File: config.mk
export PLATFORM = sky130hd
export DESIGN_NAME = ialu_queue
export DESIGN_NICKNAME = d
export VERILOG_FILES = /design/src/hdl/ialu_pkg.sv /design/src/hdl/ialu_queue.sv
export SDC_FILE = /design/constraint.sdc
export NUM_CORES = 1
export LEC_CHECK = 0
export ABC_CLOCK_PERIOD_IN_PS = 12400
export BUFFER_PORTS_ARGS = -buffer_cell sky130_fd_sc_hd__buf_2
export CAP_MARGIN = 40
export CORE_MARGIN = 4
export CORE_UTILIZATION = 61
export CTS_BUF_LIST = sky130_fd_sc_hd__clkbuf_16
export CTS_CLUSTER_DIAMETER = 200
export DETAILED_ROUTE_END_ITERATION = 8
export GPL_TIMING_DRIVEN = 0
export PLACE_DENSITY = 0.88
export SKIP_LAST_GASP = 1
export SYNTH_ARGS = -nofsm -noshare
export SYNTH_HDL_FRONTEND = slang
export SYNTH_SLANG_ARGS = --single-unit
File: constraint.sdc
create_clock -name i_clk -period 12.4 [get_ports i_clk]
set_input_delay 1.24 -clock i_clk [delete_from_list [all_inputs] [get_ports i_clk]]
set_output_delay 1.24 -clock i_clk [all_outputs]
set_load 0.03 [all_outputs]
File: src/hdl/ialu_pkg.sv
// ----------------------------------------------------------------------------
// ialu_pkg
// Shared widths, opcodes and types for the integer ALU.
// ----------------------------------------------------------------------------
package ialu_pkg;

    // datapath width and the split used by the multiplier
    localparam int DW  = 64;
    localparam int HW  = DW / 2;
    localparam int LW  = DW - HW;
    localparam int QD  = 4;
    localparam int QAW = $clog2(QD);
    localparam int QCW = $clog2(QD + 1);

    // opcodes
    localparam logic [4:0] OP_ADD   = 5'd0;
    localparam logic [4:0] OP_IDENT = 5'd1;
    localparam logic [4:0] OP_SUB   = 5'd2;
    localparam logic [4:0] OP_NEG   = 5'd3;
    localparam logic [4:0] OP_MUL   = 5'd4;
    localparam logic [4:0] OP_DIV   = 5'd5;
    localparam logic [4:0] OP_MOD   = 5'd6;
    localparam logic [4:0] OP_LT    = 5'd7;
    localparam logic [4:0] OP_LE    = 5'd8;
    localparam logic [4:0] OP_GT    = 5'd9;
    localparam logic [4:0] OP_GE    = 5'd10;
    localparam logic [4:0] OP_INC   = 5'd11;
    localparam logic [4:0] OP_DEC   = 5'd12;
    localparam logic [4:0] OP_NOT   = 5'd13;
    localparam logic [4:0] OP_LNOT  = 5'd14;
    localparam logic [4:0] OP_SHL   = 5'd15;
    localparam logic [4:0] OP_SAR   = 5'd16;
    localparam logic [4:0] OP_SHR   = 5'd17;
    localparam logic [4:0] OP_AND   = 5'd18;
    localparam logic [4:0] OP_XOR   = 5'd19;
    localparam logic [4:0] OP_OR    = 5'd20;

    // execution class chosen by the front end
    typedef enum logic [3:0] {
        CLS_ALU = 4'b0001,
        CLS_MUL = 4'b0010,
        CLS_DIV = 4'b0100,
        CLS_MOD = 4'b1000
    } t_cls;

    // classified command held in the queue
    typedef struct packed {
        logic [4:0]    op;
        t_cls          cls;
        logic          bool_f;
        logic [DW-1:0] a;
        logic [DW-1:0] b;
    } t_cmd;

    // finished result word
    typedef struct packed {
        logic [DW-1:0] res;
        logic          bool_f;
        logic          status;
    } t_res;

endpackage

File: src/hdl/ialu_queue.sv
// ----------------------------------------------------------------------------
// ialu_queue
// Short command queue between the front end and the execution pipeline.
// ----------------------------------------------------------------------------
module ialu_queue
    import ialu_pkg::*;
(
    input  logic i_clk,
    input  logic i_rst_n,
    input  logic i_push,
    input  t_cmd i_cmd,
    output logic o_full_n,
    input  logic i_pop,
    output logic o_empty_n,
    output t_cmd o_cmd
);

    t_cmd           r_mem [QD];
    logic [QAW-1:0] r_wr, r_rd;
    logic [QCW-1:0] r_cnt;
    logic           push_ok, pop_ok;

    assign o_full_n  = (r_cnt != QCW'(QD));
    assign o_empty_n = (r_cnt != '0);
    assign push_ok   = i_push && o_full_n;
    assign pop_ok    = i_pop && o_empty_n;
    assign o_cmd     = r_mem[r_rd];

    // store the word
    always_ff @(posedge i_clk) begin
        if (push_ok) begin
            r_mem[r_wr] <= i_cmd;
        end
    end

    // advance pointers and count
    always_ff @(posedge i_clk) begin
        if (!i_rst_n) begin
            r_wr  <= '0;
            r_rd  <= '0;
            r_cnt <= '0;
        end else begin
            if (push_ok) begin
                r_wr <= r_wr + 1'b1;
            end
            if (pop_ok) begin
                r_rd <= r_rd + 1'b1;
            end
            r_cnt <= r_cnt + QCW'(push_ok) - QCW'(pop_ok);
        end
    end

endmodule

* After elaboration in Yosys (flattened, before gate mapping)
Memory sizes are Yosys's and may differ from the RTL's. A register that Yosys moved wholly into a read port is not among the register bits. Cells that the tools add are included. Widths: inputs -> output; s select.
Cells by class: add/subtract/negate cells 4, equal/unequal tests 1, mux-type cells 4, reduce and logical (&&, ||, !) cells 3
Operators by type and width (number):
- $add 2x1->2 const B | 2
- $mux 2 | 2
- $add 3x1->3 | 1
- $ne 3x3->1 const B | 1
- $reduce_bool 3->1 | 1
- $sub 3x1->3 | 1
- $logic_and 1x1->1 | 2
- $mux 1 | 2
Storage, ports and cells: bits in registers 7, bits in writable memories 552, bits of input ports 142, output and inout port bits 140, word-level logic and storage cells 16, memories kept 1
Memories:
- r_mem | words 4, width 138, rd ports 1, clocked after memory_dff 1, write ports 1, RTL line ialu_queue.sv:18 | t_cmd r_mem [QD];

* Longest topological paths before layout
depth after elaboration 4, depth in mapped cells 11, mapped depth without buffers 11

* Worst setup path after synthesis
OpenSTA, ideal clock, no wires.
path kind in2reg, from in i_push, to mem r_mem[0][0] in the netlist's numbering (enable), arrival time 4.837 ns, data required time 11.886 ns, path slack 7.049 ns, stages 2, buffers on the path 0, cells stage by stage a21boi_1 -> and2_1
On the way: cells in the longest elaborated chain, start to end 3
Ends and longest elaborated chain:
- start, declared | RTL line ialu_queue.sv:10 | input logic i_push,
- $logic_and 1x1->1 | RTL line ialu_queue.sv:25 | assign push_ok = i_push && o_full_n;
- $mux 1 | RTL line ialu_queue.sv:31 | if (push_ok) begin
- $mux 1 (not written as such) | RTL line ialu_queue.sv:32 | r_mem[r_wr] <= i_cmd;
- end, declared | RTL line ialu_queue.sv:18
No other way between the ends.

==> impl_metrics.tcl <==
set metrics [dict create \
    fin_crit_sh_pct 30.7 \
    gr-usage-met3_pct 5.97 \
    rr_worst_depth 5 \
    cp-start-kind "flop" \
    p_int_uw 3690 \
    slew_viol_final 0 \
    hold_end "r_wr[1]$_SDFFE_PN0P_" \
    die_h_um 191 \
    h-tree-depth 2 \
    p_sw_uw 1600 \
    num-nets-final 1260 \
    power_frac_seq_pct 44.4 \
    synth_warnings 0 \
    io_buffers 280 \
    synthesis.area_um2 20500 \
    clock-sinks 561 \
    worstSetupPathType "flop to output pin" \
    clkLatencyLatePin_ns 0.55 \
    grtUsageMet1_pct 30.0 \
    seqCellArea_um2 16800 \
    ios 282 \
    gp_congestion 0.723 \
    drive_above_1_share_pct 46.1 \
    netlist_instances 769 \
    drt_iter0_markers 847 \
    fillers 1824 \
    p_leak_uw 0.00821 \
    ctsHoldBuffers 0 \
    layout_commonest_cell "edfxtp_1" \
    final.min_clock_period_ns 3.81 \
    r2r_setup_slack_ns 9.44 \
    drt-total-wl_um 41500 \
    pwr-share-comb_pct 27.7 \
    multi_input_area_um2 3380 \
    grt_overflow 0 \
    grt_pass1_vias 10000 \
    antenna_found_initial 10 \
    cts_tree "yes" \
    initial_core_util_pct 62.4 \
    r2r_end "r_mem[3][81]$_DFFE_PP_" \
    num_rows 66 \
    finalSetupTns_ns 0 \
    area_delta_synth_final_pct 18.4 \
    first_pass_iters 5 \
    path_clk_slew_ns 0.06 \
    grt_busiest_layer "met2" \
    die_w_um 191 \
    worst_pin_slew_ns 0.853 \
    post-route-drc-count 0 \
    num_vias 9361 \
    grt_first_pass_wirelength_um 62000 \
    rsz0062_at_grt "no" \
    post_cts_buffers 0 \
    ys_ff_latch 561 \
    cp.arrival_ns 2.57 \
    switching_share_pct 30.3 \
    holdWs_ns 0.507 \
    seq_area_frac_synth_pct 81.7 \
    holdPathStages 2 \
    worst_hold_path_type "flop to flop" \
    irDropWorstVdd_v 0.000189 \
    clkPwrFrac_pct 27.9 \
    wl_per_cell_um 26.0 \
    antenna_left 0 \
    finalSetupViolations 0 \
    max_freq_ghz 0.263 \
    viasPerCell 5.86 \
    hold_path_startpoint "r_wr[1]$_SDFFE_PN0P_" \
    synth_cell_types 21 \
    synth.avg_cell_area_um2 26.7 \
    clock_skew_ns 0.0118 \
    slew_headroom_pct 43.1 \
    dieArea_um2 36600 \
    crit_required_ns 11.16 \
    grt_use_total_pct 22.9 \
    run_status "finished, final reports clean" \
    syn-num-nets 918 \
    crit_path_end_kind "output pin" \
    cts_root_buf "clkbuf_16" \
    path_max_fanout 10 \
    met2_usage_pct 39.1 \
    cts_buffers 52 \
    dp.final_hpwl_um 25500 \
    max-cap-violations 0 \
    grt_max_degree 52 \
    ctsResizeCount 0 \
    finalHoldViolations 0 \
    mostFrequentLayoutCells "edfxtp_1 (552), buf_2 (293), mux4_2 (138), clkbuf_16 (53), clkinv_2 (15)" \
    cts_buffer_depth 3 \
    r2r_start "r_cnt[1]$_SDFF_PN0_" \
    power.density_nw_per_um2 218 \
    core-area_um2 32900 \
]
==> synthesized netlist by cell type <==
cell / number / area [µm²]
and2_1: 7 / 43.8
dfxtp_1: 9 / 180
fa_1: 1 / 20.0
o311ai_0: 1 / 8.76
mux4_2: 138 / 3110
buf_2: 13 / 65.1
xnor2_1: 4 / 35.0
clkbuf_1: 3 / 11.3
buf_6: 4 / 45.0
nor2b_1: 3 / 18.8
ha_1: 6 / 75.1
buf_12: 11 / 220
buf_4: 1 / 7.51
mux2i_1: 2 / 20.0
inv_1: 5 / 18.8
or3_1: 1 / 6.26
o31a_1: 1 / 8.76
nand2_1: 5 / 18.8
nor2_1: 1 / 3.75
a21boi_1: 1 / 7.51
edfxtp_1: 552 / 16600
==> power groups by stage <==
stage / clock network [µW] / logic (µW) / registers [µW]
floorplan: 0 / 1060 / 2390
global placement: 0 / 1430 / 2420
detailed placement: 0 / 1480 / 2390
CTS: 1500 / 1500 / 2350
global route: 1590 / 1560 / 2360
finish: 1480 / 1470 / 2350
==> per-stage QoR <==
step / std cells / util, % / power (µW) / setup slack [ns] / instance area [µm²]
after floorplan: 769 / - / 3450 / 7.05 / 20500
after global placement: 1491 / 68.3 / 3850 / 4.46 / 22500
after detailed placement: 1499 / 69.0 / 3870 / 8.66 / 22700
after CTS: 1593 / 73.8 / 5350 / 8.53 / 24300
after global routing: 1595 / 73.8 / 5510 / 8.49 / 24300
final: 1597 / 73.9 / 5300 / 8.59 / 24300
==> worst max-delay path by stage <==
stage | from | endpoint | cells past startpoint | slack (ns)
final | flop | o_cmd[30] | 4 | 8.59
after global routing | flop | o_cmd[30] | 4 | 8.49
after CTS | flop | o_cmd[78] | 4 | 8.53
after detailed placement | i_push | r_mem[3][25]$_DFFE_PP_ | 5 | 8.66
after global placement | i_push | r_mem[3][27]$_DFFE_PP_ | 3 | 4.46
after floorplan | i_push | r_mem[0][0]$_DFFE_PP_ | 2 | 7.05
==> layout make-up <==
cell class	count	share of cell area, %
Timing Repair Buffer	288	6.68
Inverter	5	0.0773
Sequential cell	561	69.0
Clock buffer	53	5.46
Multi-Input combinational cell	171	13.9
Buffer	32	1.44
Clock inverter	41	1.05
Tap cell	442	2.28
Antenna cell	4	0.0412
==> cells by family after synthesis <==
logic type / Yosys count / share of synthesized area (%)
compound gates: 3 / 0.122
mux: 140 / 15.3
xor+xnor: 4 / 0.171
buf+inv: 37 / 1.79
fa+ha+maj: 7 / 0.464
simple gates: 17 / 0.446
flops: 561 / 81.7
==> sequential cells by signal (all words and copies together) (netlist names), named ones only <==
| name | cells |
|---|---|
| r_cnt | 3 |
| r_rd | 2 |
| r_wr | 2 |
| r_mem | 552 |
==> layer usage <==
metal  routed length [µm]  up-vias
li1                     -     4017
met1                15300     4862
met2                21700      386
met3                 3330       82
met4                 1070       14
met5                   78        -
==> worst max-delay path: stages, from the launching register on <==
cell	delay, ns
dfxtp_1	0.34
clkbuf_1	0.65
buf_2	0.42
mux4_2	0.39
buf_2	0.20
No activity file was read; power rests on OpenSTA's default activity.
