===== src/hdl/ialu_pkg.sv =====
// ----------------------------------------------------------------------------
// ialu_pkg
// Shared widths, opcodes and types for the integer ALU.
// ----------------------------------------------------------------------------
package ialu_pkg;

    // datapath width and the split used by the multiplier
    localparam int DW  = 64;
    localparam int HW  = DW / 2;
    localparam int LW  = DW - HW;
    localparam int QD  = 4;
    localparam int QAW = $clog2(QD);
    localparam int QCW = $clog2(QD + 1);

    // opcodes
    localparam logic [4:0] OP_ADD   = 5'd0;
    localparam logic [4:0] OP_IDENT = 5'd1;
    localparam logic [4:0] OP_SUB   = 5'd2;
    localparam logic [4:0] OP_NEG   = 5'd3;
    localparam logic [4:0] OP_MUL   = 5'd4;
    localparam logic [4:0] OP_DIV   = 5'd5;
    localparam logic [4:0] OP_MOD   = 5'd6;
    localparam logic [4:0] OP_LT    = 5'd7;
    localparam logic [4:0] OP_LE    = 5'd8;
    localparam logic [4:0] OP_GT    = 5'd9;
    localparam logic [4:0] OP_GE    = 5'd10;
    localparam logic [4:0] OP_INC   = 5'd11;
    localparam logic [4:0] OP_DEC   = 5'd12;
    localparam logic [4:0] OP_NOT   = 5'd13;
    localparam logic [4:0] OP_LNOT  = 5'd14;
    localparam logic [4:0] OP_SHL   = 5'd15;
    localparam logic [4:0] OP_SAR   = 5'd16;
    localparam logic [4:0] OP_SHR   = 5'd17;
    localparam logic [4:0] OP_AND   = 5'd18;
    localparam logic [4:0] OP_XOR   = 5'd19;
    localparam logic [4:0] OP_OR    = 5'd20;

    // execution class chosen by the front end
    typedef enum logic [3:0] {
        CLS_ALU = 4'b0001,
        CLS_MUL = 4'b0010,
        CLS_DIV = 4'b0100,
        CLS_MOD = 4'b1000
    } t_cls;

    // classified command held in the queue
    typedef struct packed {
        logic [4:0]    op;
        t_cls          cls;
        logic          bool_f;
        logic [DW-1:0] a;
        logic [DW-1:0] b;
    } t_cmd;

    // finished result word
    typedef struct packed {
        logic [DW-1:0] res;
        logic          bool_f;
        logic          status;
    } t_res;

endpackage


===== src/hdl/ialu_front.sv =====
// ----------------------------------------------------------------------------
// ialu_front
// Decodes an incoming request word into an execution class and operands.
// ----------------------------------------------------------------------------
module ialu_front
    import ialu_pkg::*;
(
    input  logic [4:0]  i_req_type,
    input  logic [63:0] i_operand_a,
    input  logic [63:0] i_operand_b,
    output t_cmd        o_cmd
);

    // classify the opcode
    always_comb begin
        o_cmd.op     = i_req_type;
        o_cmd.a      = i_operand_a[DW-1:0];
        o_cmd.b      = i_operand_b[DW-1:0];
        o_cmd.cls    = CLS_ALU;
        o_cmd.bool_f = 1'b0;
        case (i_req_type)
            OP_MUL: o_cmd.cls = CLS_MUL;
            OP_DIV: o_cmd.cls = CLS_DIV;
            OP_MOD: o_cmd.cls = CLS_MOD;
            OP_LT, OP_LE, OP_GT, OP_GE, OP_LNOT: o_cmd.bool_f = 1'b1;
            default: o_cmd.cls = CLS_ALU;
        endcase
    end

endmodule


===== config.mk =====
export PLATFORM = sky130hd
export DESIGN_NAME = ialu_front
export DESIGN_NICKNAME = d
export VERILOG_FILES = /design/src/hdl/ialu_pkg.sv /design/src/hdl/ialu_front.sv
export SDC_FILE = /design/constraint.sdc
export NUM_CORES = 1
export LEC_CHECK = 0
export BUFFER_PORTS_ARGS = -buffer_cell sky130_fd_sc_hd__buf_2
export CAP_MARGIN = 15
export CORE_AREA = 2 2 105 107
export DETAILED_ROUTE_END_ITERATION = 10
export DIE_AREA = 0 0 107 109
export SYNTH_ARGS = -nofsm -noshare
export SYNTH_HDL_FRONTEND = slang
export SYNTH_SLANG_ARGS = --single-unit

===== constraint.sdc =====
create_clock -name vclk -period 1.5
set_input_delay 0.3 -clock vclk [all_inputs]
set_output_delay 0.3 -clock vclk [all_outputs]
set_load 0.005 [all_outputs]

## Word-level counts from Yosys, hierarchy flattened

Index checks and enable logic that the tools add are counted.

- Bits of input ports: 133
- Output and inout port bits: 138
- Flip-flop bits (word level): 0

- Reduce and logical (&&, ||, !) cells: 1
- Multiplexer cells: 2
- Equality and inequality tests: 8

Operators by type and width:

| operator | number |
|---|---|
| 5-bit by 3-bit == test with 1-bit output, second input constant | 4 |
| 5-bit by 4-bit == test with 1-bit output, second input constant | 4 |
| 4-bit one-hot mux with 3 select lines | 1 |
| 5-bit OR reduction | 1 |
| 1-bit 2-to-1 mux | 1 |

## Longest topological paths before layout

Gate-level depths: netlist (run 1).

- Word-level depth: 3
- Mapped depth: 2
- Gate-level depth less buffers: 2

## Worst setup path after synthesis (run 1)

OpenSTA, ideal clock, no wires.

- Kind: input -> output
- From: in i_req_type[4]
- To: out o_cmd[132] in the netlist's numbering
- Stages on the path: 2
- Data required time: 1.200 ns
- Data arrival time: 0.899 ns
- Setup slack: 0.301 ns
- Cells stage by stage: or3b_4 -> nor3b_2

RTL lines:

| what | RTL line | RTL |
|---|---|---|
| start: declaration | ialu_front.sv:8 | `input logic [4:0] i_req_type,` |
| end: declaration | ialu_front.sv:11 | `output t_cmd o_cmd` |

==> flow_summary.html, run 1 <==
<table>
<tr><th>Metric</th><th>Value</th></tr>
<tr><th colspan="2">Synth</th></tr>
<tr><td>Area of the mapped netlist</td><td>0.00108 sq mm</td></tr>
<tr><td>Count of different cell masters after synthesis</td><td>9</td></tr>
<tr><td>Proportion of synthesized chip area in sequential cells</td><td>0</td></tr>
<tr><td>Area share of the largest cell type after synthesis</td><td>0.926</td></tr>
<tr><td>Post-Synthesis Net Count</td><td>275</td></tr>
<tr><td>Cells after synthesis</td><td>142</td></tr>
<tr><td>Syn avg cell area</td><td>7.60 sq um</td></tr>
<tr><td>Ranking of synthesized cells by area</td><td>buf_4, nor3b_2, or3b_4, nand4b_1, or3b_1</td></tr>
<tr><td>Largest area contributor in the netlist</td><td>buf_4</td></tr>
<tr><td>Synth Warn #</td><td>0</td></tr>
<tr><th colspan="2">STA</th></tr>
<tr><td>Minimum hold slack</td><td>0.600 ns</td></tr>
<tr><td>Final worst path period need</td><td>1.47 ns</td></tr>
<tr><td>Final-layout setup total negative slack</td><td>0 ns</td></tr>
<tr><td>Slew at the pin with the worst max-slew slack</td><td>0.150 ns</td></tr>
<tr><td>Final Cycle Share</td><td>0.981</td></tr>
<tr><td>Post-route worst setup slack</td><td>0.0283 ns</td></tr>
<tr><td>Count of endpoints failing hold in the final timing report</td><td>0</td></tr>
<tr><td>Setup Viol. Count Final</td><td>0</td></tr>
<tr><td>Max-slew violation count</td><td>0</td></tr>
<tr><td>F_max</td><td>0.679 GHz</td></tr>
<tr><td>Unrepaired setup endpoints after global routing</td><td>false</td></tr>
<tr><td>Remaining max-slew budget at the tightest pin</td><td>0.899</td></tr>
<tr><th colspan="2">Finish</th></tr>
<tr><td>Most common library cell in the layout ignoring fill and taps</td><td>buf_2</td></tr>
<tr><td>Area of all sequential standard cells</td><td>0 sq um</td></tr>
<tr><td>ANT cells</td><td>0</td></tr>
<tr><td>Clkbuf count</td><td>0</td></tr>
<tr><td>Number of sequential storage elements</td><td>0</td></tr>
<tr><td>Fraction of final layout cells with drive strength greater than 1</td><td>0.760</td></tr>
<tr><td>Number of nets in the layout</td><td>160</td></tr>
<tr><td>Layout fillers</td><td>1,255</td></tr>
<tr><td>Most frequent cells in the layout</td><td>buf_2, nor3b_2</td></tr>
<tr><td>Area growth syn-to-layout</td><td>-68.7%</td></tr>
<tr><th colspan="2">Power and ir drop</th></tr>
<tr><td>Design Power</td><td>0.0397 mW</td></tr>
<tr><td>Total leakage power</td><td>0.0872 nW</td></tr>
<tr><td>Peak supply drop</td><td>32.9 uV</td></tr>
<tr><td>Power per cell area</td><td>118 mW/mm^2</td></tr>
<tr><th colspan="2">Clock network</th></tr>
<tr><td>Post-cts hold buffer count</td><td>0</td></tr>
<tr><td>Setup Fix Bufs, Post-CTS</td><td>0</td></tr>
<tr><td>Number of gates resized after cts</td><td>0</td></tr>
<tr><th colspan="2">Critical path</th></tr>
<tr><td>Critical path start-end classification</td><td>input port to output pin</td></tr>
<tr><td>Crit end category</td><td>output pin</td></tr>
<tr><td>Critical path fanouts, max</td><td>4</td></tr>
<tr><td>Worst-path cell with the longest stage delay</td><td>or3b_4</td></tr>
<tr><td>Crit path DAT</td><td>1.17 ns</td></tr>
<tr><td>List of cells traversed by the critical path</td><td>buf_2 &gt; or3b_4 &gt; nor3b_2 &gt; buf_2</td></tr>
<tr><td>Slowest cell delay on critical path</td><td>0.43 ns</td></tr>
<tr><td>Worst Setup EP</td><td>o_cmd[132]</td></tr>
<tr><td>Type of element launching the critical path</td><td>input port</td></tr>
<tr><td>Worst path required time</td><td>1.20 ns</td></tr>
<tr><td>Most Frequent Cell on Critical Path</td><td>buf_2</td></tr>
<tr><td>Worst setup startpoint</td><td>i_req_type[4]</td></tr>
<tr><th colspan="2">Place</th></tr>
<tr><td># port buffers</td><td>15</td></tr>
<tr><td>GP Congestion</td><td>0.451</td></tr>
<tr><td>Post-placement worst setup slack</td><td>0.0316 ns</td></tr>
<tr><td>Post-detail-place hpwl</td><td>2.63 mm</td></tr>
<tr><th colspan="2">Floorplanning</th></tr>
<tr><td>Initial core utilization</td><td>0.102</td></tr>
<tr><td>Count of pins on the block boundary</td><td>271</td></tr>
<tr><td>Area enclosed by the die boundary</td><td>0.0117 sq mm</td></tr>
<tr><td>Number of cell rows</td><td>38</td></tr>
<tr><td>Floorplan core area</td><td>0.0106 sq mm</td></tr>
<tr><td>Overall die height</td><td>109 um</td></tr>
<tr><td>Horizontal extent of the die</td><td>107 um</td></tr>
<tr><th colspan="2">Drt</th></tr>
<tr><td>DRT Pass-1 Iters</td><td>2</td></tr>
<tr><td>Routed wire length on met3</td><td>1.01 mm</td></tr>
<tr><td>DRC violation count after routing</td><td>0</td></tr>
<tr><td>Post-Route WL</td><td>3.05 mm</td></tr>
<tr><td>Total number of vias</td><td>379</td></tr>
<tr><td>Topmost layer with routed signal wires</td><td>met4</td></tr>
<tr><td>Met1 wire length</td><td>379 um</td></tr>
<tr><td>Antenna viol nets, final</td><td>0</td></tr>
<tr><td>Sum of met2 wire segment lengths after detailed routing</td><td>1.20 mm</td></tr>
<tr><td>Wire length per cell</td><td>18.5 um</td></tr>
<tr><td>Initial DRC count</td><td>1</td></tr>
<tr><td>Number of vias per cell</td><td>2.30</td></tr>
<tr><th colspan="2">Global routing</th></tr>
<tr><td>Global-route usage over all layers</td><td>0.0449</td></tr>
<tr><td>Initial antenna violation count</td><td>0</td></tr>
<tr><td>Vias in the first global route</td><td>452</td></tr>
<tr><td>Largest net degree at the start of global routing</td><td>8</td></tr>
<tr><td>Leftover overflow at the end of global routing</td><td>0</td></tr>
<tr><td>Wire length of the first global-routing pass</td><td>3.53 mm</td></tr>
<tr><th colspan="2">Worst hold path</th></tr>
<tr><td>Worst min path class</td><td>input port to output pin</td></tr>
<tr><th colspan="2">Run</th></tr>
<tr><td>Max-cap viol count</td><td>0</td></tr>
<tr><th colspan="2">Run status</th></tr>
<tr><td>Result of the run</td><td>finished clean</td></tr>
</table>
-- logic make-up (layout without fill, tap and decap cells) --
kind of cell | Yosys count | after routing | synth area share
AO/OA/AOI/OAI | 2 | 2 | 0.0128
buffers and inverters | 133 | 16 | 0.926
AND/OR/NAND/NOR | 7 | 7 | 0.0615
-- worst max-delay path, delay by kind of cell --
kind | cells | cell delay, ns
simple gates | 2 | 0.63
buf+inv | 2 | 0.24
-- through the flow --
step             util  cells  area [sq um]
6_report       0.0319    165           338
5_1_grt        0.0319    165           338
4_1_cts        0.0319    165           338
3_5_place_dp   0.0319    165           338
3_3_place_gp   0.0319    165           338
2_1_floorplan       -    142          1080
-- power breakdown --
part	leakage [nW]	switching (mW)	internal, mW	total (mW)
Clock	0	0	0	0
Combinational	0.0872	0.0197	0.0200	0.0397
Sequential	0	0	0	0
-- per-layer routing --
metal | up-vias | GRT usage
met5 | - | 0
met4 | 0 | 0.0677
met3 | 64 | 0.0658
met2 | 130 | 0.0651
met1 | 115 | 0.0114
li1 | 70 | -
-- worst min-delay path by stage --
stage | start | to | slack [ns] | cells after the start
floorplan | i_req_type[1] | o_cmd[131] | 0.62 | 1
global placement | i_operand_a[57] | o_cmd[121] | 0.60 | 0
detailed placement | i_operand_a[57] | o_cmd[121] | 0.60 | 0
CTS | i_operand_a[57] | o_cmd[121] | 0.60 | 0
global route | i_operand_b[31] | o_cmd[31] | 0.60 | 0
finish | i_operand_a[50] | o_cmd[114] | 0.60 | 0
-- cell usage after synthesis --
master    count
a21o_1        1
nor3_1        1
a31oi_1       1
nand3b_1      1
buf_4       133
nor3b_2       2
nand4b_1      1
or3b_1        1
or3b_4        1
-- final cells by class --
type / instances / area, sq um / share of cell area
tap: 140 / 175 / 0.519
timing repair buffer: 16 / 82.6 / 0.244
multi-input combinational: 9 / 80.1 / 0.237
(Power assumes the default switching activity.)
==> run 2, diff against run 1 <==
--- a/config.mk
+++ b/config.mk
@@ -7,9 +7,9 @@
 export LEC_CHECK = 0
 export BUFFER_PORTS_ARGS = -buffer_cell sky130_fd_sc_hd__buf_2
 export CAP_MARGIN = 15
-export CORE_AREA = 2 2 105 107
+export CORE_AREA = 2 2 104 106
 export DETAILED_ROUTE_END_ITERATION = 10
-export DIE_AREA = 0 0 107 109
+export DIE_AREA = 0 0 106 108
 export SYNTH_ARGS = -nofsm -noshare
 export SYNTH_HDL_FRONTEND = slang
 export SYNTH_SLANG_ARGS = --single-unit
==> constraint.sdc (replaced) <==
create_clock -name vclk -period 1.6
set_input_delay 0.32 -clock vclk [all_inputs]
set_output_delay 0.32 -clock vclk [all_outputs]
set_load 0.005 [all_outputs]
==> flow_summary.html, run 2 (synthesis results as in run 1) <==
<table>
<tr><th>Metric</th><th>Value</th></tr>
<tr><th colspan="2">Finish</th></tr>
<tr><td>Layout fillers</td><td>1,206 (-3.9%)</td></tr>
<tr><td>Most frequent cells in the layout</td><td>buf_2, nor3b_2</td></tr>
<tr><td>Most common library cell in the layout ignoring fill and taps</td><td>buf_2</td></tr>
<tr><td>Clkbuf count</td><td>0 (unchanged)</td></tr>
<tr><td>Number of nets in the layout</td><td>159 (-0.63%)</td></tr>
<tr><td>Number of sequential storage elements</td><td>0 (unchanged)</td></tr>
<tr><td>Fraction of final layout cells with drive strength greater than 1</td><td>0.750 (-0.0100)</td></tr>
<tr><td>ANT cells</td><td>0 (unchanged)</td></tr>
<tr><td>Area of all sequential standard cells</td><td>0 sq um (unchanged)</td></tr>
<tr><td>Area growth syn-to-layout</td><td>-69.8%</td></tr>
<tr><th colspan="2">Power and ir drop</th></tr>
<tr><td>Power per cell area</td><td>110 mW/mm^2 (-6.7%)</td></tr>
<tr><td>Peak supply drop</td><td>27.6 uV (-16%)</td></tr>
<tr><td>Total leakage power</td><td>0.0824 nW (-5.5%)</td></tr>
<tr><th colspan="2">Worst hold path</th></tr>
<tr><td>Worst min path class</td><td>input port to output pin</td></tr>
<tr><th colspan="2">Drt</th></tr>
<tr><td>Initial DRC count</td><td>12 (+11)</td></tr>
<tr><td>Routed wire length on met3</td><td>1.20 mm (+18%)</td></tr>
<tr><td>Sum of met2 wire segment lengths after detailed routing</td><td>1.13 mm (-5.6%)</td></tr>
<tr><td>DRT Pass-1 Iters</td><td>4 (+2)</td></tr>
<tr><td>Post-Route WL</td><td>3.15 mm (+3.4%)</td></tr>
<tr><td>Met1 wire length</td><td>300 um (-21%)</td></tr>
<tr><td>Number of vias per cell</td><td>2.19 (-4.5%)</td></tr>
<tr><td>Antenna viol nets, final</td><td>0 (unchanged)</td></tr>
<tr><td>Wire length per cell</td><td>19.7 um (+6.6%)</td></tr>
<tr><td>Topmost layer with routed signal wires</td><td>met4</td></tr>
<tr><td>Total number of vias</td><td>351 (-7.4%)</td></tr>
<tr><td>DRC violation count after routing</td><td>0 (unchanged)</td></tr>
<tr><th colspan="2">Critical path</th></tr>
<tr><td>Critical path fanouts, max</td><td>4 (unchanged)</td></tr>
<tr><td>Slowest cell delay on critical path</td><td>0.43 ns (about the same)</td></tr>
<tr><td>Critical path start-end classification</td><td>input port to output pin</td></tr>
<tr><td>Crit path DAT</td><td>1.16 ns (about the same)</td></tr>
<tr><td>List of cells traversed by the critical path</td><td>buf_2 &gt; or3b_4 &gt; nor3b_2 &gt; buf_2</td></tr>
<tr><td>Worst-path cell with the longest stage delay</td><td>or3b_4</td></tr>
<tr><td>Most Frequent Cell on Critical Path</td><td>buf_2</td></tr>
<tr><td>Type of element launching the critical path</td><td>input port</td></tr>
<tr><td>Worst path required time</td><td>1.28 ns (+0.08 ns)</td></tr>
<tr><td>Crit end category</td><td>output pin</td></tr>
<tr><th colspan="2">Place</th></tr>
<tr><td>GP Congestion</td><td>0.459 (+1.7%)</td></tr>
<tr><td># port buffers</td><td>15 (unchanged)</td></tr>
<tr><td>Post-placement worst setup slack</td><td>0.107 ns (+0.0752 ns)</td></tr>
<tr><th colspan="2">STA</th></tr>
<tr><td>Unrepaired setup endpoints after global routing</td><td>false</td></tr>
<tr><td>Max-slew violation count</td><td>0 (unchanged)</td></tr>
<tr><td>Final-layout setup total negative slack</td><td>0 ns (unchanged)</td></tr>
<tr><td>Post-route worst setup slack</td><td>0.116 ns (+0.0879 ns)</td></tr>
<tr><td>F_max</td><td>0.674 GHz</td></tr>
<tr><td>Final Cycle Share</td><td>0.927</td></tr>
<tr><td>Final worst path period need</td><td>1.48 ns</td></tr>
<tr><td>Setup Viol. Count Final</td><td>0 (unchanged)</td></tr>
<tr><td>Count of endpoints failing hold in the final timing report</td><td>0 (unchanged)</td></tr>
<tr><td>Remaining max-slew budget at the tightest pin</td><td>0.895 (-0.00417)</td></tr>
<tr><td>Slew at the pin with the worst max-slew slack</td><td>0.157 ns (+0.00741 ns)</td></tr>
<tr><th colspan="2">Run status</th></tr>
<tr><td>Result of the run</td><td>finished clean</td></tr>
<tr><th colspan="2">Global routing</th></tr>
<tr><td>Leftover overflow at the end of global routing</td><td>0 (unchanged)</td></tr>
<tr><td>Wire length of the first global-routing pass</td><td>3.59 mm (+1.8%)</td></tr>
<tr><td>Global-route usage over all layers</td><td>0.0469 (+0.00200)</td></tr>
<tr><td>Largest net degree at the start of global routing</td><td>9 (+1)</td></tr>
<tr><td>Vias in the first global route</td><td>397 (-12%)</td></tr>
<tr><td>Initial antenna violation count</td><td>0 (unchanged)</td></tr>
<tr><th colspan="2">Floorplanning</th></tr>
<tr><td>Overall die height</td><td>108 um (-0.92%)</td></tr>
<tr><td>Floorplan core area</td><td>0.0102 sq mm (-3.5%)</td></tr>
<tr><td>Number of cell rows</td><td>37 (-2.6%)</td></tr>
<tr><td>Horizontal extent of the die</td><td>106 um (-0.93%)</td></tr>
<tr><td>Count of pins on the block boundary</td><td>271 (unchanged)</td></tr>
<tr><td>Area enclosed by the die boundary</td><td>0.0114 sq mm (-1.8%)</td></tr>
<tr><td>Initial core utilization</td><td>0.105 (+0.00369)</td></tr>
<tr><th colspan="2">Clock network</th></tr>
<tr><td>Setup Fix Bufs, Post-CTS</td><td>0 (unchanged)</td></tr>
<tr><td>Number of gates resized after cts</td><td>0 (unchanged)</td></tr>
<tr><td>Post-cts hold buffer count</td><td>0 (unchanged)</td></tr>
<tr><th colspan="2">Run</th></tr>
<tr><td>Max-cap viol count</td><td>0 (unchanged)</td></tr>
</table>
run 2: layer usage:
layer	up-vias	track usage
li1	69	-
met1	102	0.0108
met2	114	0.0590
met3	66	0.0778
met4	0	0.0780
met5	-	0
run 2: metrics by stage:
step	hold slack, ns	utilization	instance area (sq um)	std cells	power (mW)
global route	0.640	0.0318	325	160	0.0393
finish	0.640	0.0318	325	160	0.0357
detailed placement	0.640	0.0318	325	160	0.0368
floorplan	0.663	-	1080	142	0.279
CTS	0.640	0.0318	325	160	0.0369
global placement	0.640	0.0318	325	160	0.0361
run 2: area by class of cell:
type / instances / area [sq um] / area share
tap: 136 / 170 / 0.523
timing repair buffer: 15 / 75.1 / 0.231
multi-input combinational: 9 / 80.1 / 0.246
run 2: worst paths after layout:
check            start         end  slack [ns]  depth (start not counted)
max      i_req_type[4]  o_cmd[132]        0.12                          4
min    i_operand_a[39]  o_cmd[103]        0.64                          0
run 2: where the power goes:
group	internal, mW	switching (mW)	total [mW]
logic	0.0172	0.0185	0.0357
clock network	0	0	0
registers	0	0	0
run 2: critical path, delay by kind of cell:
family	cells	cell delay [ns]
buf+inv	2	0.24
simple gates	2	0.61
